<file path="config.mk">
export PLATFORM = sky130hd
export DESIGN_NAME = ordered_timer_queue_top
export DESIGN_NICKNAME = d
export VERILOG_FILES = /design/src/hw/rtl/otq_pkg.sv /design/src/hw/rtl/otq_cell.sv /design/src/hw/rtl/ordered_timer_queue_top.sv
export VERILOG_INCLUDE_DIRS = /design/src /design/src/hw/rtl
export SDC_FILE = /design/constraint.sdc
export NUM_CORES = 2
export LEC_CHECK = 0
export ABC_AREA = 0
export BUFFER_PORTS_ARGS = -buffer_cell sky130_fd_sc_hd__buf_2
export CAP_MARGIN = 25
export CORE_ASPECT_RATIO = 0.6
export CORE_MARGIN = 2
export CORE_UTILIZATION = 65
export CTS_BUF_LIST = sky130_fd_sc_hd__clkbuf_2
export CTS_CLUSTER_DIAMETER = 60
export DETAILED_ROUTE_END_ITERATION = 8
export GPL_TIMING_DRIVEN = 0
export PLACE_DENSITY_LB_ADDON = 0.12
export SETUP_SLACK_MARGIN = 0.15
export SYNTH_ARGS = -nofsm -noshare
export SYNTH_HDL_FRONTEND = slang
export SYNTH_SLANG_ARGS = --single-unit
</file>
<file path="constraint.sdc">
create_clock -name clk -period 113.8 [get_ports clk]
set_input_delay 28.45 -clock clk [delete_from_list [all_inputs] [get_ports clk]]
set_output_delay 28.45 -clock clk [all_outputs]
set_load 0.02 [all_outputs]
</file>
<file path="src/hw/rtl/ordered_timer_queue_top_macros.svh">
// Assertion macros shared by the timer queue RTL.
`ifndef ORDERED_TIMER_QUEUE_TOP_MACROS_SVH
`define ORDERED_TIMER_QUEUE_TOP_MACROS_SVH

// Implication checked on every clock edge outside reset.
`define OTQ_ASSERT_IMPL(lbl, ante, cons, msg) \
	lbl: assert property (@(posedge clk) disable iff (!arst_n) (ante) |-> (cons)) \
		else $error(msg);

// Implication whose consequent is checked in the cycle after the antecedent.
`define OTQ_ASSERT_NEXT(lbl, ante, cons, msg) \
	lbl: assert property (@(posedge clk) disable iff (!arst_n) (ante) |=> (cons)) \
		else $error(msg);

`endif

</file>
<file path="src/hw/rtl/otq_pkg.sv">
// Types and codes shared by the timer queue modules.
package otq_pkg;
	localparam int ID_W = 48;
	localparam int WAIT_W = 7;
	localparam logic [WAIT_W-1:0] WAIT_CAP = 7'd100;

	typedef struct packed {
		logic            valid;
		logic [ID_W-1:0] id;
	} entry_t;

	typedef enum logic [1:0] {
		KIND_CREATE = 2'd0,
		KIND_CANCEL = 2'd1,
		KIND_CHECK  = 2'd2,
		KIND_NONE   = 2'd3
	} kind_t;

	typedef enum logic [2:0] {
		ST_CREATED   = 3'd0,
		ST_CANCELLED = 3'd1,
		ST_NOT_FOUND = 3'd2,
		ST_EXPIRED   = 3'd3,
		ST_CHECK_DONE = 3'd4,
		ST_FULL      = 3'd5
	} status_t;
endpackage

</file>
<file path="src/hw/rtl/otq_cell.sv">
// One table slot of the rotating entry ring.
module otq_cell (
	input  logic           clk,
	input  logic           arst_n,
	input  logic           shift,
	input  otq_pkg::entry_t d,
	output otq_pkg::entry_t q
);
	import otq_pkg::*;

	logic            valid_q;
	logic [ID_W-1:0] id_q;

	// Take the neighbor's entry on each shift
	always_ff @(posedge clk or negedge arst_n) begin
		if (!arst_n) begin
			valid_q <= 1'b0;
		end else if (shift) begin
			valid_q <= d.valid;
		end
	end

	always_ff @(posedge clk) begin
		if (shift) begin
			id_q <= d.id;
		end
	end

	assign q.valid = valid_q;
	assign q.id    = id_q;
endmodule

</file>
<file path="src/hw/rtl/ordered_timer_queue_top.sv">
// Top level of the ordered timer queue: cell ring, scan tap and sequencer.
//
// Timer IDs live in a ring of CAPACITY cells that rotates one position per
// cycle during a scan; a full scan leaves every entry where it started. At
// the ring tap the sequencer removes a cancelled or expired ID, inserts a
// new one, and gathers the smallest ID per clock base and the match and
// free flags. A cancel costs one scan, a create one scan per sequence
// candidate plus one insert scan, a check one scan plus one scan per expired
// timer; each result then has its wait figure registered and waits until
// the downstream takes it. One request is in work at a time.
module ordered_timer_queue_top #(
	parameter int CAPACITY  = 32,
	parameter int SEQ_BITS  = 15,
	parameter int TIME_BITS = 32
) (
	input  logic         clk,
	input  logic         arst_n,
	input  logic         s_tvalid,
	output logic         s_tready,
	// delay[31:0], use_system[32], timer_id[80:33], steady_now[144:81],
	// system_now[208:145], zero pad
	input  logic [215:0] s_tdata,
	// kind[1:0]
	input  logic [1:0]   s_tuser,
	output logic         m_tvalid,
	input  logic         m_tready,
	// result_id[47:0], next_wait[54:48], zero pad
	output logic [55:0]  m_tdata,
	// status[2:0]
	output logic [2:0]   m_tuser,
	output logic         m_tlast,
	input  logic         cfg_valid,
	output logic         cfg_ready,
	input  logic [0:0]   cfg_index,
	input  logic [63:0]  cfg_data
);
	import otq_pkg::*;
	`include "ordered_timer_queue_top_macros.svh"

	localparam int TW = (TIME_BITS + SEQ_BITS >= 47) ? 47 - SEQ_BITS : TIME_BITS;
	localparam int PAD = 47 - TW - SEQ_BITS;
	localparam int CW = $clog2(CAPACITY);
	localparam logic [CW-1:0] CNT_LAST = CW'(CAPACITY - 1);
	localparam logic [SEQ_BITS:0] TRY_LAST = {1'b0, {SEQ_BITS{1'b1}}};

	typedef enum logic [4:0] {
		S_IDLE   = 5'b00001,
		S_PASS   = 5'b00010,
		S_DECIDE = 5'b00100,
		S_WAITC  = 5'b01000,
		S_EMIT   = 5'b10000
	} state_t;

	state_t state_q;

	logic [63:0] start_steady_q, start_system_q;
	logic [63:0] steady_rel_q, system_rel_q;
	kind_t       op_q;
	logic        sys_q;
	logic [TW-1:0] t_q;
	logic [SEQ_BITS-1:0] seq_q, cseq_q;
	logic [SEQ_BITS:0]   tries_q;
	logic        ins_phase_q, ins_en_q, ins_done_q;
	logic        kill_en_q;
	logic [ID_W-1:0] kill_id_q;
	logic        base_q;
	logic [CW-1:0] cnt_q;
	logic        free_q, match_q, found_q;
	logic [1:0]  minv_q;
	logic [46:0] min_q [2];
	logic [2:0]  res_st_q;
	logic [ID_W-1:0] res_id_q;
	logic        res_last_q;
	logic [WAIT_W-1:0] wait_q;

	entry_t chain [CAPACITY];
	entry_t tap_in, tap_mod;
	logic   tap_kill, tap_ins;
	logic [ID_W-1:0] cand_id;
	logic   shift;

	// Build the candidate ID from the latched expiry and sequence
	generate
		if (PAD > 0) begin : g_pad
			assign cand_id = {sys_q, {PAD{1'b0}}, t_q, cseq_q};
		end else begin : g_nopad
			assign cand_id = {sys_q, t_q, cseq_q};
		end
	endgenerate

	// Ring of cells; the tap feeds the first cell
	assign shift = (state_q == S_PASS);
	genvar gi;
	generate
		for (gi = 0; gi < CAPACITY; gi++) begin : g_cell
			if (gi == 0) begin : g_first
				otq_cell u_cell (.clk(clk), .arst_n(arst_n), .shift(shift),
					.d(tap_mod), .q(chain[gi]));
			end else begin : g_rest
				otq_cell u_cell (.clk(clk), .arst_n(arst_n), .shift(shift),
					.d(chain[gi-1]), .q(chain[gi]));
			end
		end
	endgenerate

	// Drop or insert at the ring tap
	assign tap_in   = chain[CAPACITY-1];
	assign tap_kill = kill_en_q && tap_in.valid && (tap_in.id == kill_id_q);
	assign tap_ins  = ins_en_q && !ins_done_q && !tap_in.valid;
	always_comb begin
		tap_mod.valid = tap_ins || (tap_in.valid && !tap_kill);
		tap_mod.id    = tap_ins ? cand_id : tap_in.id;
	end

	// Expiry test of the current base's earliest entry
	logic [63:0] base_now;
	logic [63:0] base_time;
	logic        expire_now;
	assign base_now   = base_q ? system_rel_q : steady_rel_q;
	assign base_time  = 64'(min_q[base_q][46:SEQ_BITS]);
	assign expire_now = minv_q[base_q] && (base_now > base_time);

	// Wait per base, clipped to the cap
	logic [WAIT_W-1:0] wait_b [2];
	always_comb begin
		logic [63:0] e0, e1, d0, d1;
		e0 = 64'(min_q[0][46:SEQ_BITS]);
		e1 = 64'(min_q[1][46:SEQ_BITS]);
		d0 = e0 - steady_rel_q;
		d1 = e1 - system_rel_q;
		wait_b[0] = WAIT_CAP;
		wait_b[1] = WAIT_CAP;
		if (minv_q[0]) begin
			wait_b[0] = (e0 <= steady_rel_q) ? '0 :
				((d0 > 64'(WAIT_CAP)) ? WAIT_CAP : d0[WAIT_W-1:0]);
		end
		if (minv_q[1]) begin
			wait_b[1] = (e1 <= system_rel_q) ? '0 :
				((d1 > 64'(WAIT_CAP)) ? WAIT_CAP : d1[WAIT_W-1:0]);
		end
	end

	// Hold configuration registers
	assign cfg_ready = 1'b1;
	always_ff @(posedge clk or negedge arst_n) begin
		if (!arst_n) begin
			start_steady_q <= '0;
			start_system_q <= '0;
		end else if (cfg_valid) begin
			if (cfg_index == 1'b0) begin
				start_steady_q <= cfg_data;
			end else begin
				start_system_q <= cfg_data;
			end
		end
	end

	assign s_tready = (state_q == S_IDLE);

	// Sequence requests through scans and results
	always_ff @(posedge clk or negedge arst_n) begin
		if (!arst_n) begin
			state_q     <= S_IDLE;
			seq_q       <= '0;
			m_tvalid    <= 1'b0;
			ins_en_q    <= 1'b0;
			ins_done_q  <= 1'b0;
			kill_en_q   <= 1'b0;
			cnt_q       <= '0;
			minv_q      <= '0;
			free_q      <= 1'b0;
			match_q     <= 1'b0;
			found_q     <= 1'b0;
			ins_phase_q <= 1'b0;
			base_q      <= 1'b0;
			tries_q     <= '0;
			res_last_q  <= 1'b0;
		end else begin
			case (state_q)
				S_IDLE: begin
					if (s_tvalid) begin
						logic [63:0] srel, yrel;
						srel = s_tdata[144:81] - start_steady_q;
						yrel = s_tdata[208:145] - start_system_q;
						steady_rel_q <= srel;
						system_rel_q <= yrel;
						op_q      <= kind_t'(s_tuser);
						sys_q     <= s_tdata[32];
						t_q       <= (s_tdata[32] ? yrel[TW-1:0] : srel[TW-1:0]) +
							TW'(s_tdata[31:0]);
						cseq_q    <= seq_q + 1'b1;
						tries_q   <= '0;
						ins_phase_q <= 1'b0;
						ins_en_q  <= 1'b0;
						base_q    <= 1'b0;
						kill_en_q <= (kind_t'(s_tuser) == KIND_CANCEL);
						kill_id_q <= s_tdata[80:33];
						cnt_q     <= '0;
						free_q    <= 1'b0;
						match_q   <= 1'b0;
						found_q   <= 1'b0;
						minv_q    <= '0;
						ins_done_q <= 1'b0;
						if (kind_t'(s_tuser) != KIND_NONE) begin
							state_q <= S_PASS;
						end
					end
				end
				S_PASS: begin
					// Gather flags and per-base minimum on the tap
					if (!tap_in.valid) free_q <= 1'b1;
					if (tap_kill) found_q <= 1'b1;
					if (tap_ins) ins_done_q <= 1'b1;
					if (tap_in.valid && tap_in.id == cand_id) match_q <= 1'b1;
					if (tap_mod.valid && (!minv_q[tap_mod.id[47]] ||
						tap_mod.id[46:0] < min_q[tap_mod.id[47]])) begin
						minv_q[tap_mod.id[47]] <= 1'b1;
						min_q[tap_mod.id[47]]  <= tap_mod.id[46:0];
					end
					if (cnt_q == CNT_LAST) begin
						cnt_q   <= '0;
						state_q <= S_DECIDE;
					end else begin
						cnt_q <= cnt_q + 1'b1;
					end
				end
				S_DECIDE: begin
					case (op_q)
						KIND_CREATE: begin
							if (ins_phase_q) begin
								res_st_q   <= ST_CREATED;
								res_id_q   <= cand_id;
								res_last_q <= 1'b1;
								seq_q      <= cseq_q;
								ins_en_q   <= 1'b0;
								state_q    <= S_WAITC;
							end else if (!free_q || (match_q && tries_q == TRY_LAST)) begin
								res_st_q   <= ST_FULL;
								res_id_q   <= '0;
								res_last_q <= 1'b1;
								state_q    <= S_WAITC;
							end else begin
								if (match_q) begin
									tries_q <= tries_q + 1'b1;
									cseq_q  <= cseq_q + 1'b1;
								end else begin
									ins_phase_q <= 1'b1;
									ins_en_q    <= 1'b1;
								end
								free_q     <= 1'b0;
								match_q    <= 1'b0;
								minv_q     <= '0;
								ins_done_q <= 1'b0;
								state_q    <= S_PASS;
							end
						end
						KIND_CANCEL: begin
							res_st_q   <= found_q ? ST_CANCELLED : ST_NOT_FOUND;
							res_id_q   <= found_q ? kill_id_q : '0;
							res_last_q <= 1'b1;
							state_q    <= S_WAITC;
						end
						default: begin
							if (kill_en_q) begin
								// Report the entry the last scan removed
								res_st_q   <= ST_EXPIRED;
								res_id_q   <= kill_id_q;
								res_last_q <= 1'b0;
								kill_en_q  <= 1'b0;
								state_q    <= S_WAITC;
							end else if (expire_now) begin
								kill_en_q <= 1'b1;
								kill_id_q <= {base_q, min_q[base_q]};
								minv_q    <= '0;
								state_q   <= S_PASS;
							end else if (!base_q) begin
								base_q <= 1'b1;
							end else begin
								res_st_q   <= ST_CHECK_DONE;
								res_id_q   <= '0;
								res_last_q <= 1'b1;
								state_q    <= S_WAITC;
							end
						end
					endcase
				end
				S_WAITC: begin
					wait_q   <= (wait_b[0] < wait_b[1]) ? wait_b[0] : wait_b[1];
					m_tvalid <= 1'b1;
					state_q  <= S_EMIT;
				end
				S_EMIT: begin
					if (m_tready) begin
						m_tvalid <= 1'b0;
						state_q  <= res_last_q ? S_IDLE : S_DECIDE;
					end
				end
				default: state_q <= S_IDLE;
			endcase
		end
	end

	assign m_tdata = {1'b0, wait_q, res_id_q};
	assign m_tuser = res_st_q;
	assign m_tlast = res_last_q;

	`OTQ_ASSERT_IMPL(a_one_request, s_tready, !m_tvalid, "request taken while result pending")
	`OTQ_ASSERT_IMPL(a_expired_not_last, m_tvalid && m_tuser == ST_EXPIRED, !m_tlast,
		"expired result marked last")
	`OTQ_ASSERT_IMPL(a_full_zero_id, m_tvalid && m_tuser == ST_FULL, m_tdata[47:0] == '0,
		"table full result carries an ID")
	`OTQ_ASSERT_NEXT(a_scan_count, state_q != S_PASS, cnt_q == '0,
		"scan counter not cleared outside a scan")
endmodule
</file>
After elaboration in Yosys (flattened, before gate mapping)
Memory sizes are Yosys's and may differ from the RTL's.
Index checks and enable logic that the tools add are counted.
- flip-flop bits (word level): 2033
- memories: 1
- logic and storage cells: 312
- bits in latches: 0
- output and inout port bits: 63
- bits of input ports: 288
- memory bits (writable): 94
- bits in read-only memories: 0
- $add $sub $neg: 9
- bitwise logic cells: 2
- equality and inequality tests: 39
- div/mod/pow operators: 0
- order comparisons: 10
- shift-type cells: 0
- multipliers: 0
- mux-type cells: 112
- reductions and logical operators: 48
- memory list (memory ; words ; bits a word ; rd ports ; clocked after Yosys merged registers in ; wr ports ; line ; source):
    min_q ; 2 ; 47 ; 4 ; 0 ; 1 ; ordered_timer_queue_top.sv:70 ; logic [46:0] min_q [2];
- operators with widths (cell ; number):
    2-to-1 mux 48 bit ; 11
    case mux 48 bit (2 select lines) ; 2
    greater-than comparator 64 x 7 -> 1 bit, second input constant ; 2
    <= comparator 32 x 64 -> 1 bit ; 2
    subtractor 32 x 64 -> 64 bit ; 2
    subtractor 64 bit ; 2
    equality test 48 bit ; 2
    2-to-1 mux 16 bit ; 5
    2-to-1 mux 15 bit ; 5
    greater-than comparator 64 x 32 -> 1 bit ; 1
    2-to-1 mux 64 bit ; 1
    2-to-1 mux 7 bit ; 7
    < comparator 47 bit ; 1
    2-to-1 mux 5 bit ; 9
    2-to-1 mux 1 bit ; 37
    != test 2 bit, second input constant ; 18
    adder 32 bit ; 1
    2-to-1 mux 32 bit ; 1
    case mux 16 bit (2 select lines) ; 1
    adder 15 x 1 -> 15 bit, second input constant ; 2
    case mux 15 bit (2 select lines) ; 1
    AND reduction 6 bit ; 5
    case mux 5 bit (5 select lines) ; 1
    != test 3 bit, second input constant ; 7
    41 further kinds ; 94

Longest topological paths before layout
- depth after elaboration: 13
- mapped depth: 31
- gate-level depth less buffers: 31

Hierarchy
Synthesis repeated with hierarchy kept, for this count alone.
- cells, all modules: 5888
- area, all modules: 88394.8 µm²
- modules (own cells, without submodules) (module ; sequential area each (µm²) ; cells an instance ; times used ; area an instance (µm²)):
    otq_cell ; 1466.4 ; 51 ; 32 ; 1488.9
    ordered_timer_queue_top ; 15881.5 ; 4256 ; 1 ; 40749.1

Worst setup path after synthesis
Ideal clock, no wire load.
- path type: reg2reg
- from: register state_q[3]
- to: register g_cell[0].g_first.u_cell.id_q[0], enable pin
- stages on the path, launching flop included: 7
- path buffers: 3
- required time: 111308 ps
- path slack: 68543 ps
- period minus slack after synthesis: 45257 ps
- data arrival time: 42765 ps
- setup time: 2492 ps
- cells stage by stage: dfrtp_1 nor2_1 nand4bb_1 clkbuf_1 inv_1 clkbuf_1 buf_1
- longest elaborated chain between the ends: 1
- ends and longest elaborated chain (what ; line ; source):
    from (decl) ; ordered_timer_queue_top.sv:54 ; state_t state_q;
    from (signal assigned) ; ordered_timer_queue_top.sv:295 ; state_q <= res_last_q ? S_IDLE : S_DECIDE;
    equality test 5 x 2 -> 1 bit ; ordered_timer_queue_top.sv:92 ; assign shift = (state_q == S_PASS);
    net g_cell[0].g_first.u_cell.shift ; otq_cell.sv:5 ; input logic shift,
    to (signal assigned) ; otq_cell.sv:25 ; id_q <= d.id;
    to (decl) ; otq_cell.sv:12 ; logic [ID_W-1:0] id_q;
The timed path passes the listed nets, and every way through them passes these cells.
A chain may end at the register's enable or synchronous reset.

Worst setup path after layout
- from: input s_tdata[145]
- to: register t_q[30], data pin
- longest elaborated chain between the ends: 3
- ends and longest elaborated chain (what ; line ; source):
    from (decl) ; ordered_timer_queue_top.sv:22 ; input logic [215:0] s_tdata,
    subtractor 64 bit ; ordered_timer_queue_top.sv:184 ; yrel = s_tdata[208:145] - start_system_q;
    2-to-1 mux 32 bit ; ordered_timer_queue_top.sv:189 ; t_q <= (s_tdata[32] ? yrel[TW-1:0] : srel[TW-1:0]) +
    adder 32 bit ; ordered_timer_queue_top.sv:189 ;
    to (signal assigned) ; ordered_timer_queue_top.sv:189 ;
    to (decl) ; ordered_timer_queue_top.sv:60 ; logic [TW-1:0] t_q;
No other way between the ends.

==> impl_metrics.tcl <==
set metrics [dict create \
    status "complete, but fails checks" \
    failed_checks "design-rule violations" \
    worst_clock_skew_ns 0.256 \
    critPathLaunchType "input pin" \
    antenna_found_initial 22 \
    grt_start_max_net_pins 95 \
    synth.net_count 6533 \
    cts-hold-fix-buffers 0 \
    netlist_area_mm2 0.0880 \
    syn-mean-instance-area_um2 14.8 \
    yosys_warnings 0 \
    cts_root_buf "clkbuf_2" \
    area_delta_synth_final_pct 10.5 \
    io_pins 351 \
    drv_cap 0 \
    endpoint_kind "register" \
    synth_edf_count 1914 \
    viasPerCell 6.39 \
    fin_util_pct 72.4 \
    place_hpwl_um 192000 \
    yosysSeqAreaShare_pct 71.4 \
    cts_tree "built" \
    finalSetupViolations 0 \
    yosys_most_used_dff "edfxtp_1" \
    start_util_pct 65.6 \
    slew_violations 0 \
    drive_gt1_share_pct 18.3 \
    dr.first_iter.drc_count 8842 \
    power_mw 2.08 \
    period_share_pct 29.9 \
    relSlewSlack_pct 16.2 \
    cts_buffers 451 \
    grt_pass1_wl_um 365000 \
    die_w_um 479 \
    cp_max_fo 4 \
    final_cell_mix "1914 x edfxtp_1, 630 x clkbuf_2, 453 x nand2_1" \
    arrival_ns 35.62 \
    synth_area_leaders "edfxtp_1 65%, dfrtp_1 6.0%, ha_1 4.4%" \
    final.min_clock_period_ns 34.02 \
    dieArea_mm2 0.138 \
    wirelength_um 258000 \
    synth_top_cell_area_share_pct 65.3 \
    path_clk_slew_ns 0.19 \
    post-cts-setup-buffers 0 \
    required_ns 115.41 \
    fin_ws_ns 79.78 \
    vias 57200 \
    cellPowerDensity_mw_per_mm2 21.4 \
    die_h_um 289 \
    rsz0062_at_grt "false" \
    dr.pass1.iters 9 \
    clock_latency_ns 1.91 \
    synth_top_cell_by_area "edfxtp_1" \
    ys_seq_elements 2127 \
    avgRoutedWirePerCell_um 28.8 \
    clock.fmax_mhz 29.4 \
    grt_overflow 0 \
    grt_pass1_vias 53900 \
    dp_slack_ns 78.41 \
    timing.setup.tns_ns 0 \
    hold_path.class "register to register" \
    tightest_slew_ns 1.26 \
    leakage_nw 36.6 \
    nNetsFinal 7403 \
    placed_area_mm2 0.0932 \
    async_reset_ff_share_pct 10.0 \
    h-tree-depth 5 \
    synth_cell_types 101 \
    ir_worst_vdd_mv 0.0133 \
    hold_viol 0 \
    postCtsResizedCells 0 \
    portBuffers 341 \
    critPathKind "input pin to register" \
    coreArea_mm2 0.134 \
    routabilityCongestion 1.08 \
    cts.sinks 2127 \
    drc 2 \
    syn-instance-count 5931 \
    antenna_left 0 \
    grt_use_total_pct 37.1 \
    nFillCells 8392 \
    final_common_cell "edfxtp_1" \
    cts_buffer_depth 4 \
    final_cell_area_mm2 0.0972 \
    floorplan.rows 104 \
]
-- final timing paths --
check                      slack, ns                         startpoint                                end  cells after the start
hold / removal                  0.25  g_cell[23].g_rest.u_cell.id_q[29]  g_cell[24].g_rest.u_cell.id_q[29]                      0
max in group asynchronous      85.85                             arst_n   g_cell[0].g_first.u_cell.valid_q                      3
min in group asynchronous      26.49                             arst_n                  start_system_q[2]                      1
setup / recovery               79.78                       s_tdata[145]                            t_q[30]                     25
hold reg to reg                 0.25  g_cell[23].g_rest.u_cell.id_q[29]  g_cell[24].g_rest.u_cell.id_q[29]                      0
setup reg to reg              105.11                    steady_rel_q[3]                          wait_q[6]                     23
-- critical path, stage by stage --
cell and delay (ns):
buf_2 0.10, inv_1 0.05, ha_1 0.18, inv_1 0.08
fa_1 0.44, a21o_1 0.21, a21oi_1 0.27, o21bai_1 0.12
a21oi_1 0.30, nor2b_1 0.09, o21a_1 0.21, nor2_1 0.12
xnor2_1 0.13, mux2_2 0.31, ha_1 0.38, nand3_1 0.31
o21ai_0 0.84, a221oi_1 0.38, a211o_1 0.47, o41ai_1 1.05
a21oi_1 0.35, o21bai_1 0.34, a21o_1 0.20, a21oi_1 0.09
xnor2_1 0.15
-- routing by layer --
| layer | global-route usage, % | share of wire, % | vias up |
|---|---|---|---|
| met5 | 0 | 0.023 | - |
| met4 | 12.8 | 3.4 | 10 |
| met3 | 13.2 | 15 | 607 |
| met2 | 49.3 | 40 | 4079 |
| met1 | 56.7 | 42 | 28000 |
| li1 | - | - | 24500 |
-- registers in the layout (all words and copies together), names as in the netlist, 16 cells and up --
name                          cells
g_cell.g_first.u_cell.id_q       48
g_cell.g_rest.u_cell.id_q      1488
g_cell.g_rest.u_cell.valid_q     31
kill_id_q                        48
min_q                            94
res_id_q                         48
start_steady_q                   64
start_system_q                   64
steady_rel_q                     64
system_rel_q                     64
t_q                              32
tries_q                          16
-- layout make-up --
| type | count | area (um2) | area share (%) |
|---|---|---|---|
| Clock inverter | 158 | 742 | 0.763 |
| Timing Repair Buffer | 417 | 3020 | 3.10 |
| Buffer | 143 | 566 | 0.582 |
| Tap cell | 1802 | 2250 | 2.32 |
| Inverter | 289 | 1080 | 1.12 |
| Sequential cell | 2127 | 62800 | 64.6 |
| Multi-Input combinational cell | 3372 | 23500 | 24.2 |
| Antenna cell | 14 | 35.0 | 0.0360 |
| Clock buffer | 629 | 3150 | 3.24 |
-- power breakdown --
group	internal [mW]	switching (mW)	leakage [nW]
logic	0.166	0.348	13.4
clock network	0.158	0.301	2.98
registers	1.04	0.0670	20.2
-- Yosys cell counts, drive strengths merged, types with 121 or more instances --
cell type,count
edfxtp,1914
nand2,453
o21ai,334
ha,309
inv,289
a21oi,285
nor2,248
dfrtp,212
xnor2,189
mux2,162
a21o,130
clkbuf,121
mux2i,121
-- through the flow --
step	cells	hold slack, ns
global placement	8074	0.400
floorplan	5931	0.400
detailed placement	8141	0.405
CTS	8928	0.260
global route	8945	0.277
finish	8951	0.253
-- cells by family after synthesis --
| kind of cell | count (synthesis) | share of synthesized area, % |
|---|---|---|
| buffers and inverters | 432 | 1.87 |
| AND/OR/NAND/NOR | 1307 | 7.27 |
| XOR/XNOR | 305 | 3.05 |
| multiplexers | 283 | 3.45 |
| adder cells (fa/ha/maj) | 314 | 4.51 |
| other | 2 | 0.00854 |
| AO/OA/AOI/OAI | 1161 | 8.45 |
| flip-flops | 2127 | 71.4 |
Power figures use the tool's default switching activity.
